### src/hdl/srt_pkg.sv
// Shared types, codes and constants of the static route table.
package srt_pkg;

   localparam int DEF_TABLE_DEPTH = 64;
   localparam int DEF_MAX_FLAG    = 7;

   localparam int IDX_W     = 6;
   localparam int FIELD_W   = 3;
   localparam int IP_W      = 32;
   localparam int FLAG_W    = 4;
   localparam int IFC_W     = 16;
   localparam int MET_W     = 16;
   localparam int CNT_OUT_W = 7;

   typedef enum logic [1:0] {
      OP_ADD    = 2'd0,
      OP_DELETE = 2'd1,
      OP_EDIT   = 2'd2,
      OP_LOOKUP = 2'd3
   } op_type;

   localparam logic [FIELD_W-1:0] FLD_DEST  = 3'd0;
   localparam logic [FIELD_W-1:0] FLD_MASK  = 3'd1;
   localparam logic [FIELD_W-1:0] FLD_GW    = 3'd2;
   localparam logic [FIELD_W-1:0] FLD_FLAG  = 3'd3;
   localparam logic [FIELD_W-1:0] FLD_IFC   = 3'd4;

   typedef enum logic [2:0] {
      S_IDLE,
      S_DECODE,
      S_SHIFT,
      S_SCAN,
      S_FINISH
   } state_type;

   typedef struct packed {
      logic [1:0]         operation;
      logic [IDX_W-1:0]   entry_index;
      logic [FIELD_W-1:0] edit_field;
      logic [IP_W-1:0]    destination;
      logic [IP_W-1:0]    subnet_mask;
      logic [IP_W-1:0]    gateway;
      logic [FLAG_W-1:0]  route_flag;
      logic [IFC_W-1:0]   interface_id;
      logic [MET_W-1:0]   metric;
      logic [IP_W-1:0]    edit_value;
   } req_type;

   typedef struct packed {
      logic                 ok;
      logic [IP_W-1:0]      out_destination;
      logic [IP_W-1:0]      out_mask;
      logic [IP_W-1:0]      out_gateway;
      logic [FLAG_W-1:0]    out_flag;
      logic [IFC_W-1:0]     out_interface;
      logic [MET_W-1:0]     out_metric;
      logic [CNT_OUT_W-1:0] route_count;
   } rsp_type;

   // controller to datapath
   typedef struct packed {
      logic capture;
      logic start;
      logic add_write;
      logic edit_write;
      logic set_ok;
      logic shift;
      logic scan;
      logic count_inc;
      logic count_dec;
      logic take_hit;
      logic emit;
   } cmd_type;

   // datapath to controller
   typedef struct packed {
      logic [1:0] op;
      logic       add_ok;
      logic       idx_ok;
      logic       edit_ok;
      logic       count_zero;
      logic       shift_more;
      logic       scan_more;
      logic       pend;
      logic       hit;
      logic       rsp_free;
   } status_type;

endpackage

### src/hdl/srt_ctrl.sv
// Sequencing state machine of the route table: decode, shift, scan, finish.
module srt_ctrl (
   input  logic                   clock,
   input  logic                   reset,
   input  logic                   req_valid,
   output logic                   req_stall,
   input  srt_pkg::status_type    status,
   output srt_pkg::cmd_type       cmd
);

   import srt_pkg::*;

   state_type state_ff;
   state_type state_in;

   always_ff @(posedge clock) begin
      if (reset) begin
         state_ff <= S_IDLE;
      end else begin
         state_ff <= state_in;
      end
   end

   // next state
   always_comb begin
      state_in = state_ff;
      case (state_ff)
         S_IDLE: begin
            if (req_valid) begin
               state_in = S_DECODE;
            end
         end
         S_DECODE: begin
            case (status.op)
               OP_DELETE: state_in = status.idx_ok ? S_SHIFT : S_FINISH;
               OP_LOOKUP: state_in = status.count_zero ? S_FINISH : S_SCAN;
               default:   state_in = S_FINISH;
            endcase
         end
         S_SHIFT: begin
            if (!status.shift_more && !status.pend) begin
               state_in = S_FINISH;
            end
         end
         S_SCAN: begin
            if (status.hit || (!status.scan_more && !status.pend)) begin
               state_in = S_FINISH;
            end
         end
         S_FINISH: begin
            if (status.rsp_free) begin
               state_in = S_IDLE;
            end
         end
         default: state_in = S_IDLE;
      endcase
   end

   // outputs
   always_comb begin
      cmd       = '0;
      req_stall = 1'b1;
      case (state_ff)
         S_IDLE: begin
            req_stall   = 1'b0;
            cmd.capture = req_valid;
         end
         S_DECODE: begin
            cmd.start = 1'b1;
            case (status.op)
               OP_ADD: begin
                  cmd.add_write = status.add_ok;
                  cmd.count_inc = status.add_ok;
                  cmd.set_ok    = status.add_ok;
               end
               OP_DELETE: begin
                  cmd.set_ok = status.idx_ok;
               end
               OP_EDIT: begin
                  cmd.edit_write = status.idx_ok && status.edit_ok;
                  cmd.set_ok     = status.idx_ok && status.edit_ok;
               end
               default: begin
               end
            endcase
         end
         S_SHIFT: begin
            cmd.shift     = 1'b1;
            cmd.count_dec = !status.shift_more && !status.pend;
         end
         S_SCAN: begin
            // stop issuing reads once the first match is in hand
            cmd.scan     = !status.hit;
            cmd.take_hit = status.hit;
            cmd.set_ok   = status.hit;
         end
         S_FINISH: begin
            cmd.emit = status.rsp_free;
         end
         default: begin
         end
      endcase
   end

   a_hit_ends_scan: assert property (@(posedge clock) disable iff (reset)
      (state_ff == S_SCAN && status.hit) |=> (state_ff == S_FINISH))
      else $error("scan did not stop on the first match");

   a_table_ops_checked: assert property (@(posedge clock) disable iff (reset)
      (cmd.add_write |-> status.add_ok) and (cmd.edit_write |-> status.idx_ok))
      else $error("table written without a passing check");

endmodule

### config.mk
export PLATFORM = sky130hd
export DESIGN_NAME = srt_ctrl
export DESIGN_NICKNAME = d
export VERILOG_FILES = /design/src/hdl/srt_pkg.sv /design/src/hdl/srt_ctrl.sv
export SDC_FILE = /design/constraint.sdc
export NUM_CORES = 1
export LEC_CHECK = 0
export CORE_AREA = 2 2 39 41
export DETAILED_ROUTE_END_ITERATION = 8
export DIE_AREA = 0 0 41 43
export DONT_BUFFER_PORTS = 1
export GPL_ROUTABILITY_DRIVEN = 0
export PLACE_DENSITY_LB_ADDON = 0.3
export SLEW_MARGIN = 10
export SYNTH_ARGS = -nofsm -noshare
export SYNTH_HDL_FRONTEND = slang
export SYNTH_SLANG_ARGS = --single-unit
### constraint.sdc
create_clock -name clock -period 1.5 [get_ports clock]
set_input_delay 0.075 -clock clock [delete_from_list [all_inputs] [get_ports clock]]
set_output_delay 0.075 -clock clock [all_outputs]
set_load 0.05 [all_outputs]
# Word level (Yosys, flattened, before mapping)
# Index checks and enable logic that the tools add are counted.
# word_totals
reg_bits	3
latch_bits	0
mem_bits_rw	0
mem_bits_ro	0
in_bits	14
out_inout_bits	12
elab_cells	44
n_memories	0
# op_classes
addsub	0
n_mul	0
n_div	0
n_lt_le_gt_ge	0
n_eq_ne	11
n_shift	0
mux	21
bitwise_logic	0
n_reduce_logical	11
# ops
cell	count
$mux 3	7
$pmux 3 s5	1
$mux 1	10
$ne 2x2->1 const B	4
$eq 3x2->1 const B	2
$pmux 3 s2	1
$eq 2x2->1 const B	2
$logic_not 1->1	4
$reduce_and 4->1	1
$eq 3x1->1 const B	1
$eq 3x3->1 const B	1
$logic_and 1x1->1	3
$logic_not 3->1	1
$pmux 1 s3	1
$eq 2x1->1 const B	1
$logic_not 2->1	1
$pmux 1 s2	1
$logic_or 1x1->1	1

# Depth between registers and ports, before layout
# Gate-level depths: netlist of the first run.
# logic_depth
word_depth	5
mapped_depth	5

# Worst setup path after synthesis of the first run
# OpenSTA, ideal clock, no wires.
# synth_timing
path_type	reg-to-output
start	reg state_ff[1]
end	out cmd[2] in the netlist's numbering
t_arrival_ps	2941
required_ps	1425
setup_slack_ps	-1516
path_stages_with_launch	4
n_path_buf	1
path_cell_list	dfxtp_1 buf_6 nor3b_1 nor3b_1
# synth_rtl
item	line_no	source
start, declared	srt_ctrl.sv:13	state_type state_ff;
start signal, assigned	srt_ctrl.sv:20	state_ff <= state_in;
end, declared	srt_ctrl.sv:8	output srt_pkg::cmd_type cmd

==> metrics.md, run 1 <==
| Metric | Value |
|---|---|
| Outcome | `complete, no violations` |
| Vias in the first global route | `between 300 and 400` |
| Fin. Hold Viols | `0` |
| Synth area leader | `dfxtp_1` |
| Synth warnings | `0` |
| Synthesized flop and latch total | `3` |
| Slew headroom | `between 80% and 90%` |
| Antenna violations before repair | `0` |
| Area share of the largest cell type after synthesis | `about 18%` |
| Flop2flop setup slack | `0.25 ns` |
| Post-synth top flop | `dfxtp_1` |
| Largest net degree at the start of global routing | `13` |
| Worst setup path end | `cmd[10]` |
| Via count | `between 300 and 400` |
| Clk Latency, worst-skew pair | `about 0.23 ns` |
| Total track usage | `a little over a tenth` |
| Final setup viols | `0` |
| Ys async rst share | `0%` |
| Worst r2r src | `state_ff[2]` |
| Setup TNS | `0 ns` |
| Avg Cell Area, Syn | `between 7 and 8 sq um` |
| Logic pwr share | `about two fifths` |
| Pins Over Slew Limit | `0` |
| Lkg Pwr | `roughly 0.00022 uW` |
| Fin area | `between 500 and 600 sq um` |
| Crit Path Max Fanout | `9` |
| Detailed router's first-iteration violation count | `7` |
| Area Growth Syn to Fin | `68.7%` |
| Post-route DRC | `0` |
| Num CTS Buffers | `3` |
| H-tree depth | `1` |
| RSZ-0062 raised after global routing | `false` |
| Worst r2r path cells | `3` |
| Layout cells sized above 1 | `50.8%` |
| Placed cell area | `around 520 sq um` |
| Hold Crit Class | `in -> reg` |
| Post-DR wirelength/cell | `about 12 um` |
| Setup Slack @ Placement | `about 0.17 ns` |
| CP startpoint | `state_ff[2]` |
| Final Cycle Share | `a little over 90%` |
| Max-Cap Viols | `0` |
| Initial Utilization | `roughly 24%` |
| PD cells | `688 nW/um^2` |
| DP HPWL | `735 um` |
| TritonCTS clock tree | `done` |
| Sequential share of power | `between 20% and 30%` |
| Seq/Total Area, Yosys | `between 10% and 20%` |
| Post-route setup slack | `about 0.11 ns` |
| Root buf cell | `clkbuf_4` |
| Worst Tran Pin Value | `between 0.2 and 0.3 ns` |
| Filler cells | `153` |
| Net Sw Power | `143 uW` |
| Fmax | `slightly above 700 MHz` |
| Clock Sinks | `3` |
| Critical Path RT | `around 1.4 ns` |
| Reg area | `66.3 sq um` |
| First-pass DRT Iterations | `4` |
| Switching power share of the total | `~37%` |
| Largest register FFs | `3` |
| Crit path arrival time | `about 1.3 ns` |
| Critical Path End Type | `primary output` |
| Die ar. | `between 1500 and 2000 sq um` |
| # port buffers | `0` |
| Capture point of the worst reg-to-reg path | `state_ff[2]` |
| Global route total overflow | `0` |
| Clock network power share | `approximately 36%` |
| Tmin final | `approximately 1.4 ns` |
| Total Power | `389 uW` |
| Clk_skew | `0.000710 ns` |
| Number of vias per cell | `4.84` |
| Vert. Die Dim | `43 um` |
| Multi-input gate area | `around 310 sq um` |
| Mapped Nets | `59` |
| Reg clk slew, reported paths | `around 0.040 ns` |
| Biggest regs | `state_ff (3)` |
| Internal power | `246 uW` |
| Synth cell types | `26` |
| Largest cells by area after synthesis | `dfxtp_1 (18%), nand2b_1 (9.3%), o21ai_0 (4.5%)` |
| VDD IR max | `between 0.0004 and 0.0005 V` |
| Core area | `1380 sq um` |
| Post-DRT Antenna Nets | `0` |
| Startpoint Class | `flip-flop` |
| Clock buffer depth | `2` |
| Post-Syn Instances | `45` |
| Net count reported at finish | `74` |
| FP Rows | `14` |
| Top reg by flops | `state_ff` |
| Final wirelength | `between 800 and 900 um` |
| Syn Std Cell Area | `~340 sq um` |
| Crit path kind | `reg -> out` |
| Number of synthesized flops with an enable pin | `0` |
| Antenna Diode Count | `0` |
| First-pass GRT wire length | `between 1000 and 1500 um` |
| Die X-Extent | `between 40 and 50 um` |
| I/O pins | `26` |
## power by group through the flow
| stage | sequential (uW) | clock (uW) | combinational, uW |
|---|---|---|---|
| after global placement | 101 | 0 | 148 |
| after global routing | 102 | 159 | 159 |
| after detailed placement | 102 | 0 | 149 |
| after floorplan | 96.5 | 0 | 121 |
| after CTS | 101 | 150 | 152 |
| final | 100 | 140 | 149 |
## metrics by stage
step / hold WS [ns] / utilization [%] / cells
2_1_floorplan: 0.137 / - / 45
3_3_place_gp: 0.141 / 37.9 / 70
3_5_place_dp: 0.143 / 37.9 / 70
4_1_cts: 0.0200 / 40.6 / 75
5_1_grt: 0.0299 / 40.9 / 75
6_report: 0.0240 / 40.9 / 75
## layout make-up
type                            count  area share [%]
Multi-Input combinational cell     37            55.1
Timing Repair Buffer               12            23.0
Sequential cell                     3            11.7
Clock buffer                        4            4.65
Tap cell                           16            3.54
Inverter                            3            1.99
## how the worst min path moves through the flow
stage | end | cells after the start | from | slack (ns)
final | state_ff[2] | 2 | reset | 0.02
after global routing | state_ff[2] | 2 | reset | 0.03
after CTS | state_ff[2] | 2 | reset | 0.02
after detailed placement | state_ff[1] | 1 | reset | 0.14
after global placement | state_ff[1] | 1 | reset | 0.14
after floorplan | state_ff[1] | 1 | reset | 0.14
## metal layers
metal	share of wire [%]	vias up	wire length [um]	global-route usage [%]
met4	0	0	0	8.00
met2	50	16	448	15.0
met1	40	154	360	13.1
met5	0	-	0	0
met3	9.1	0	81	4.19
li1	-	193	-	-
## logic make-up (layout without fill, tap and decap cells)
| family | Yosys count | count (layout) | share of synthesized area [%] |
|---|---|---|---|
| DFF | 3 | 3 | 17.9 |
| muxes | 2 | 2 | 6.34 |
| and+or+nand+nor | 23 | 23 | 40.7 |
| AOI/OAI and AO/OA | 12 | 12 | 26.1 |
| buffers and inverters | 5 | 19 | 8.96 |
## placed cells by master, fill, tap and decap left out, types with 2 or more instances in the layout
master,synthesis,layout
nor3b_4,0,2
buf_12,0,3
nor2_2,1,2
a31oi_1,2,2
o21ai_0,3,3
buf_4,1,8
nor2_1,4,2
inv_1,3,3
nand2b_1,5,4
nand2_1,4,4
dfxtp_2,0,2
clkbuf_4,0,3
## cell usage after synthesis, types with 2 or more instances
cell / instances
a31oi_1: 2
dfxtp_1: 3
inv_1: 3
nand2_1: 4
nand2b_1: 5
nor2_1: 4
nor3b_1: 2
nor4_1: 2
o21ai_0: 3
## worst max-delay path, cell delays in order, from the launching register on
cell and delay, ns:
dfxtp_2 0.36, or3_4 0.43, nor2_4 0.09, buf_4 0.20
## timing repair
item                       in CTS  in global routing
gates cloned                    0                  0
hold buffers                    1                  0
gates resized for setup         1                  2
hold endpoints to repair        2                  0
setup endpoints to repair       2                  4
setup buffers                   0                  0
(Power assumes the default switching activity.)
==> run 2, diff against run 1 <==
--- a/config.mk
+++ b/config.mk
@@ -5,12 +5,16 @@
 export SDC_FILE = /design/constraint.sdc
 export NUM_CORES = 1
 export LEC_CHECK = 0
+export CELL_PAD_IN_SITES_DETAIL_PLACEMENT = 0
+export CELL_PAD_IN_SITES_GLOBAL_PLACEMENT = 1
 export CORE_AREA = 2 2 39 41
+export CTS_BUF_LIST = sky130_fd_sc_hd__clkbuf_8
 export DETAILED_ROUTE_END_ITERATION = 8
 export DIE_AREA = 0 0 41 43
 export DONT_BUFFER_PORTS = 1
 export GPL_ROUTABILITY_DRIVEN = 0
 export PLACE_DENSITY_LB_ADDON = 0.3
+export SKIP_LAST_GASP = 1
 export SLEW_MARGIN = 10
 export SYNTH_ARGS = -nofsm -noshare
 export SYNTH_HDL_FRONTEND = slang
==> run 2 against run 1 <==
Sequential share of layout area down 0.95 points. Critical path depth unchanged. Non-clock buffer count unchanged. Largest cell class unchanged. Clock power up 61%. First-iteration DRC count down 29%.
==> metrics.md, run 2 (synthesis gave the netlist of run 1 again) <==
| Metric | Value |
|---|---|
| Outcome | `complete, no violations` |
| Num CTS Buffers | `3` |
| Final setup viols | `0` |
| Number of vias per cell | `slightly above 5` |
| Lkg Pwr | `0.000231 uW` |
| Slew headroom | `~80%` |
| First-pass GRT wire length | `1380 um` |
| Hold wc startpoint | `reset` |
| Logic pwr share | `approximately a third` |
| Tmin final | `about 1.5 ns` |
| Die X-Extent | `roughly 40 um` |
| Clock Sinks | `3` |
| Worst r2r src | `state_ff[2]` |
| Setup Slack @ Placement | `~0.20 ns` |
| H-tree depth | `1` |
| Crit path largest cell delay | `~0.45 ns` |
| Commonest non-fill, non-tap cell in the layout | `buf_4` |
| First-pass DRT Iterations | `5` |
| Internal power | `~320 uW` |
| Pins Over Slew Limit | `0` |
| Area Growth Syn to Fin | `73.1%` |
| Post-DR wirelength/cell | `about 12 um` |
| CP cell instances | `or3_4 > nor2_4 > buf_4` |
| Crit Path Max Fanout | `9` |
| DR WL met2 | `approximately 400 um` |
| Root buf cell | `clkbuf_8` |
| Largest net degree at the start of global routing | `13` |
| Top reg by flops | `state_ff` |
| Startpoint Class | `flip-flop` |
| Flop2flop setup slack | `roughly 0.21 ns` |
| Placed cell area | `524 sq um` |
| Clk Latency, worst-skew pair | `0.22 ns` |
| RSZ-0062 raised after global routing | `false` |
| Antenna Diode Count | `0` |
| FP Rows | `14` |
| TritonCTS clock tree | `done` |
| Delay-heaviest family, CP | `simple AND/OR/NAND/NOR gates` |
| Critical Path End Type | `primary output` |
| Worst r2r path cells | `3` |
| Top layer reached by signal wires | `met3` |
| PD cells | `between 800 and 900 nW/um^2` |
| Crit path arrival time | `about 1.4 ns` |
| WP buf/inv | `1` |
| Layout cells sized above 1 | `about half` |
| Total Power | `roughly 480 uW` |
| Core area | `between 1000 and 1500 sq um` |
| Die ar. | `approximately 1800 sq um` |
| Commonest non-fill, non-tap cells in the layout | `buf_4 (8), nand2_1 (4), inv_1 (4), nand2b_1 (4)` |
| Net count reported at finish | `between 70 and 80` |
| Net Sw Power | `around 160 uW` |
| Final Cycle Share | `96.8%` |
| Post-CTS Setup Bufs | `0` |
| Clk_skew | `0.00207 ns` |
| Fin. Hold Viols | `0` |
| Worst Tran Pin Value | `between 0.3 and 0.4 ns` |
| Final wirelength | `a little under 900 um` |
| Clock buffer depth | `2` |
| DP HPWL | `around 730 um` |
| Biggest regs | `state_ff (3)` |
| Post-route DRC | `0` |
| # port buffers | `0` |
| Fmax | `689 MHz` |
| Hold endpoint | `state_ff[2]` |
| Post-DRT Antenna Nets | `0` |
| Detailed router's first-iteration violation count | `5` |
| Antenna violations before repair | `0` |
| Via count | `around 380` |
| Max-Cap Viols | `0` |
| Reg clk slew, reported paths | `approximately 0.030 ns` |
| Hold Crit Depth | `2` |
| Fin area | `581 sq um` |
| Post-route setup slack | `roughly 0.048 ns` |
| Met1 wire length | `roughly 370 um` |
| Critical Path RT | `around 1.4 ns` |
| Clock network power share | `47.4%` |
| Slowest stage cell, crit path | `or3_4` |
| I/O pins | `26` |
| Hold Crit Class | `in -> reg` |
| Switching power share of the total | `between 30% and 40%` |
| Total track usage | `a little under an eighth` |
| Initial Utilization | `between 20% and 30%` |
| Crit path kind | `reg -> out` |
| Reg area | `around 63 sq um` |
| Sequential share of power | `between 20% and 30%` |
| Vias in the first global route | `roughly 340` |
| Met3 wire len | `slightly below 100 um` |
| VDD IR max | `roughly 0.00040 V` |
| Vert. Die Dim | `~43 um` |
| Multi-input gate area | `a little over 300 sq um` |
| Capture point of the worst reg-to-reg path | `state_ff[2]` |
| Global route total overflow | `0` |
| Largest register FFs | `3` |
| Filler cells | `approximately 150` |
## run 2: cell types whose count changed in the layout (fill, tap and decap cells not counted), sizes merged
cell / before / now
inv: 3 / 4
clkbuf: 4 / 3
## run 2: power by group through the flow
stage                     Sequential, uW  Combinational (uW)  Clock, uW
after floorplan                     96.5                 121          0
after global placement               102                 147          0
after detailed placement             102                 148          0
after CTS                            101                 151        232
after global routing                 102                 160        243
final                                101                 150        226
## run 2: worst max-delay path by stage
stage / cells past startpoint / endpoint / from
floorplan: 3 / cmd[2] / state_ff[1]
global placement: 3 / state_ff[2] / state_ff[2]
detailed placement: 3 / state_ff[2] / state_ff[0]
CTS: 3 / cmd[10] / state_ff[2]
global route: 4 / cmd[6] / state_ff[2]
finish: 3 / cmd[10] / state_ff[2]
## run 2: routing by layer
metal  track usage, %  vias to the layer above
li1                 -                      191
met1             15.7                      175
met2             15.6                       13
met3             5.24                        0
met4             4.00                        0
met5                0                        -
## run 2: worst reg2reg max path, cell delays in order (launching register included)
cell	delay [ns]
dfxtp_1	0.39
or3_4	0.45
o221ai_2	0.18
mux2i_1	0.19
## run 2: area by class of cell
cell class / count / area share, %
clock buffers: 3 / 7.11
clock inverters: 1 / 0.647
inverters: 3 / 1.94
multi-input cells: 37 / 53.7
flip-flops and latches: 3 / 10.8
well taps: 16 / 3.45
repair buffers: 12 / 22.4
## run 2: timing repair
item,in CTS,in global routing
endpoints found under the hold margin,2,0
setup endpoints to repair,2,0
hold buffers,1,0
gates resized for setup,1,0
## run 2: stage by stage
stage | utilization [%] | std cells | hold WS, ns | setup TNS (ns)
floorplan | - | 45 | 0.137 | -0.591
global placement | 37.9 | 70 | 0.142 | 0
detailed placement | 37.9 | 70 | 0.143 | 0
CTS | 42.0 | 75 | 0.0406 | 0
global route | 42.0 | 75 | 0.0629 | 0
finish | 42.0 | 75 | 0.0396 | 0
==> run 3, diff against run 2 <==
==> constraint.sdc (replaced) <==
create_clock -name clock -period 1.8 [get_ports clock]
set_input_delay 0.09 -clock clock [delete_from_list [all_inputs] [get_ports clock]]
set_output_delay 0.09 -clock clock [all_outputs]
set_load 0.05 [all_outputs]
==> run 3 against run 2 <==
Clock power fell by 16%. Die area did not move. Routed wire length rose by 0.57%. Power fell by 20%. Design area fell by 12%. First-iteration DRC count fell by 60%. Hold slack improved by 0.021 ns. Count of clock-buffer cells in the layout did not move. Cell count fell by 1.3%. Sequential power fell by 20%. Largest cell class unchanged.
==> metrics.md, run 3 (synthesis gave the netlist of run 1 again) <==
| Metric | Value |
|---|---|
| Top reg by flops | `state_ff` |
| Delay-heaviest family, CP | `simple AND/OR/NAND/NOR gates` |
| Worst Tran Pin Value | `~0.4 ns` |
| Final setup viols | `0` |
| Total track usage | `11.8%` |
| Vias in the first global route | `350` |
| Clock Sinks | `3` |
| # port buffers | `0` |
| Post-DRT Antenna Nets | `0` |
| Pins Over Slew Limit | `0` |
| DP HPWL | `around 700 um` |
| Largest net degree at the start of global routing | `13` |
| Clock buffer depth | `2` |
| Area Growth Syn to Fin | `52.2%` |
| Clk_skew | `roughly 0.00013 ns` |
| Slew headroom | `approximately 73%` |
| Crit path largest cell delay | `0.49 ns` |
| Antenna violations before repair | `0` |
| TritonCTS clock tree | `done` |
| Post-route DRC | `0` |
| Lkg Pwr | `roughly 0.00021 uW` |
| Net count reported at finish | `73` |
| First-pass GRT wire length | `around 1400 um` |
| Fmax | `between 600 and 700 MHz` |
| Via count | `approximately 380` |
| Layout cells sized above 1 | `37.9%` |
| Tmin final | `1.56 ns` |
| Max-Cap Viols | `0` |
| Die X-Extent | `between 40 and 50 um` |
| Initial Utilization | `between 20% and 30%` |
| Reg clk slew, reported paths | `roughly 0.030 ns` |
| Die ar. | `1760 sq um` |
| Vert. Die Dim | `43 um` |
| Commonest non-fill, non-tap cell in the layout | `buf_4` |
| Biggest regs | `state_ff (3)` |
| Hold bufs inserted after CTS | `1` |
| Largest register FFs | `3` |
| Count of cells resized by post-cts repair | `0` |
| Num CTS Buffers | `3` |
| Final wirelength | `between 800 and 900 um` |
| Setup TNS | `0 ns` |
| I/O pins | `26` |
| Root buf cell | `clkbuf_8` |
| Crit Path Max Fanout | `12` |
| CP cell instances | `or3_4 > nor2_2 > buf_4` |
| PD cells | `between 700 and 800 nW/um^2` |
| Crit path kind | `reg -> out` |
| Number of vias per cell | `approximately 5.1` |
| Clk Latency, worst-skew pair | `roughly 0.21 ns` |
| VDD IR max | `approximately 0.00056 V` |
| Post-CTS Setup Bufs | `0` |
| Detailed router's first-iteration violation count | `2` |
| Core area | `approximately 1400 sq um` |
| Final Cycle Share | `between 80% and 90%` |
| Post-DR wirelength/cell | `between 10 and 15 um` |
| Non-filler cells, final | `74` |
| Fin. Hold Viols | `0` |
| RSZ-0062 raised after global routing | `false` |
| Antenna Diode Count | `0` |
| First-pass DRT Iterations | `2` |
| FP Rows | `14` |
| Slowest stage cell, crit path | `or3_4` |
| Commonest non-fill, non-tap cells in the layout | `buf_4 (9), nand2b_1 (5), nand2_1 (4), nor2_1 (4), inv_1 (4)` |
| Critical Path End Type | `primary output` |
| Crit path arrival time | `1.47 ns` |
| Global route total overflow | `0` |
| WP buf/inv | `1` |
| Critical Path RT | `~1.7 ns` |
| Outcome | `complete, no violations` |
| H-tree depth | `1` |
| Dpl cells | `69` |
| Hold Crit Class | `in -> reg` |
| Startpoint Class | `flip-flop` |
-- run 3: final cells by class --
class,instances,area [sq um]
tap,16,20.0
sequential,3,60.1
clock inverter,1,3.75
inverter,3,11.3
fill,157,873
timing repair buffer,11,97.6
multi-input combinational,37,277
clock buffer,3,41.3
-- run 3: final timing paths --
kind,start,end,slack [ns],cells past startpoint
max,state_ff[1],cmd[10],0.24,3
min,reset,state_ff[2],0.06,2
max reg2reg,state_ff[1],state_ff[2],0.43,3
min reg2reg,state_ff[0],state_ff[2],0.66,2
-- run 3: worst reg2reg max path, delay by kind of cell, from the launching register on --
kind / cells / cell delay (ns)
DFF: 1 / 0.41
muxes: 1 / 0.19
AOI/OAI and AO/OA: 1 / 0.21
and+or+nand+nor: 1 / 0.49
-- run 3: power breakdown --
part           switching, uW  internal, uW  leakage, uW
Combinational           69.8          41.0     0.000160
Clock                   43.8           145    0.0000269
Sequential              9.60          71.2    0.0000245
Total                    123           257     0.000211
-- run 3: layer usage --
layer  vias up  GRT usage (%)  part of all wire (%)  wire [um]
met5         -              0                     0          0
met4         0           6.00                   2.0         18
met3         2           3.66                   8.2         72
met2        19           18.8                    48        426
met1       164           13.4                    41        362
li1        191              -                     -          -
-- run 3: through the flow --
step	setup WS [ns]	total power [uW]	instance area [sq um]	utilization, %	hold WS, ns
4_1_cts	0.214	387	510	36.9	0.0577
3_5_place_dp	0.414	192	455	32.9	0.162
5_1_grt	0.130	404	510	36.9	0.0704
6_report	0.236	381	510	36.9	0.0608
2_1_floorplan	-0.247	169	358	-	0.159
3_3_place_gp	0.411	192	455	32.9	0.161
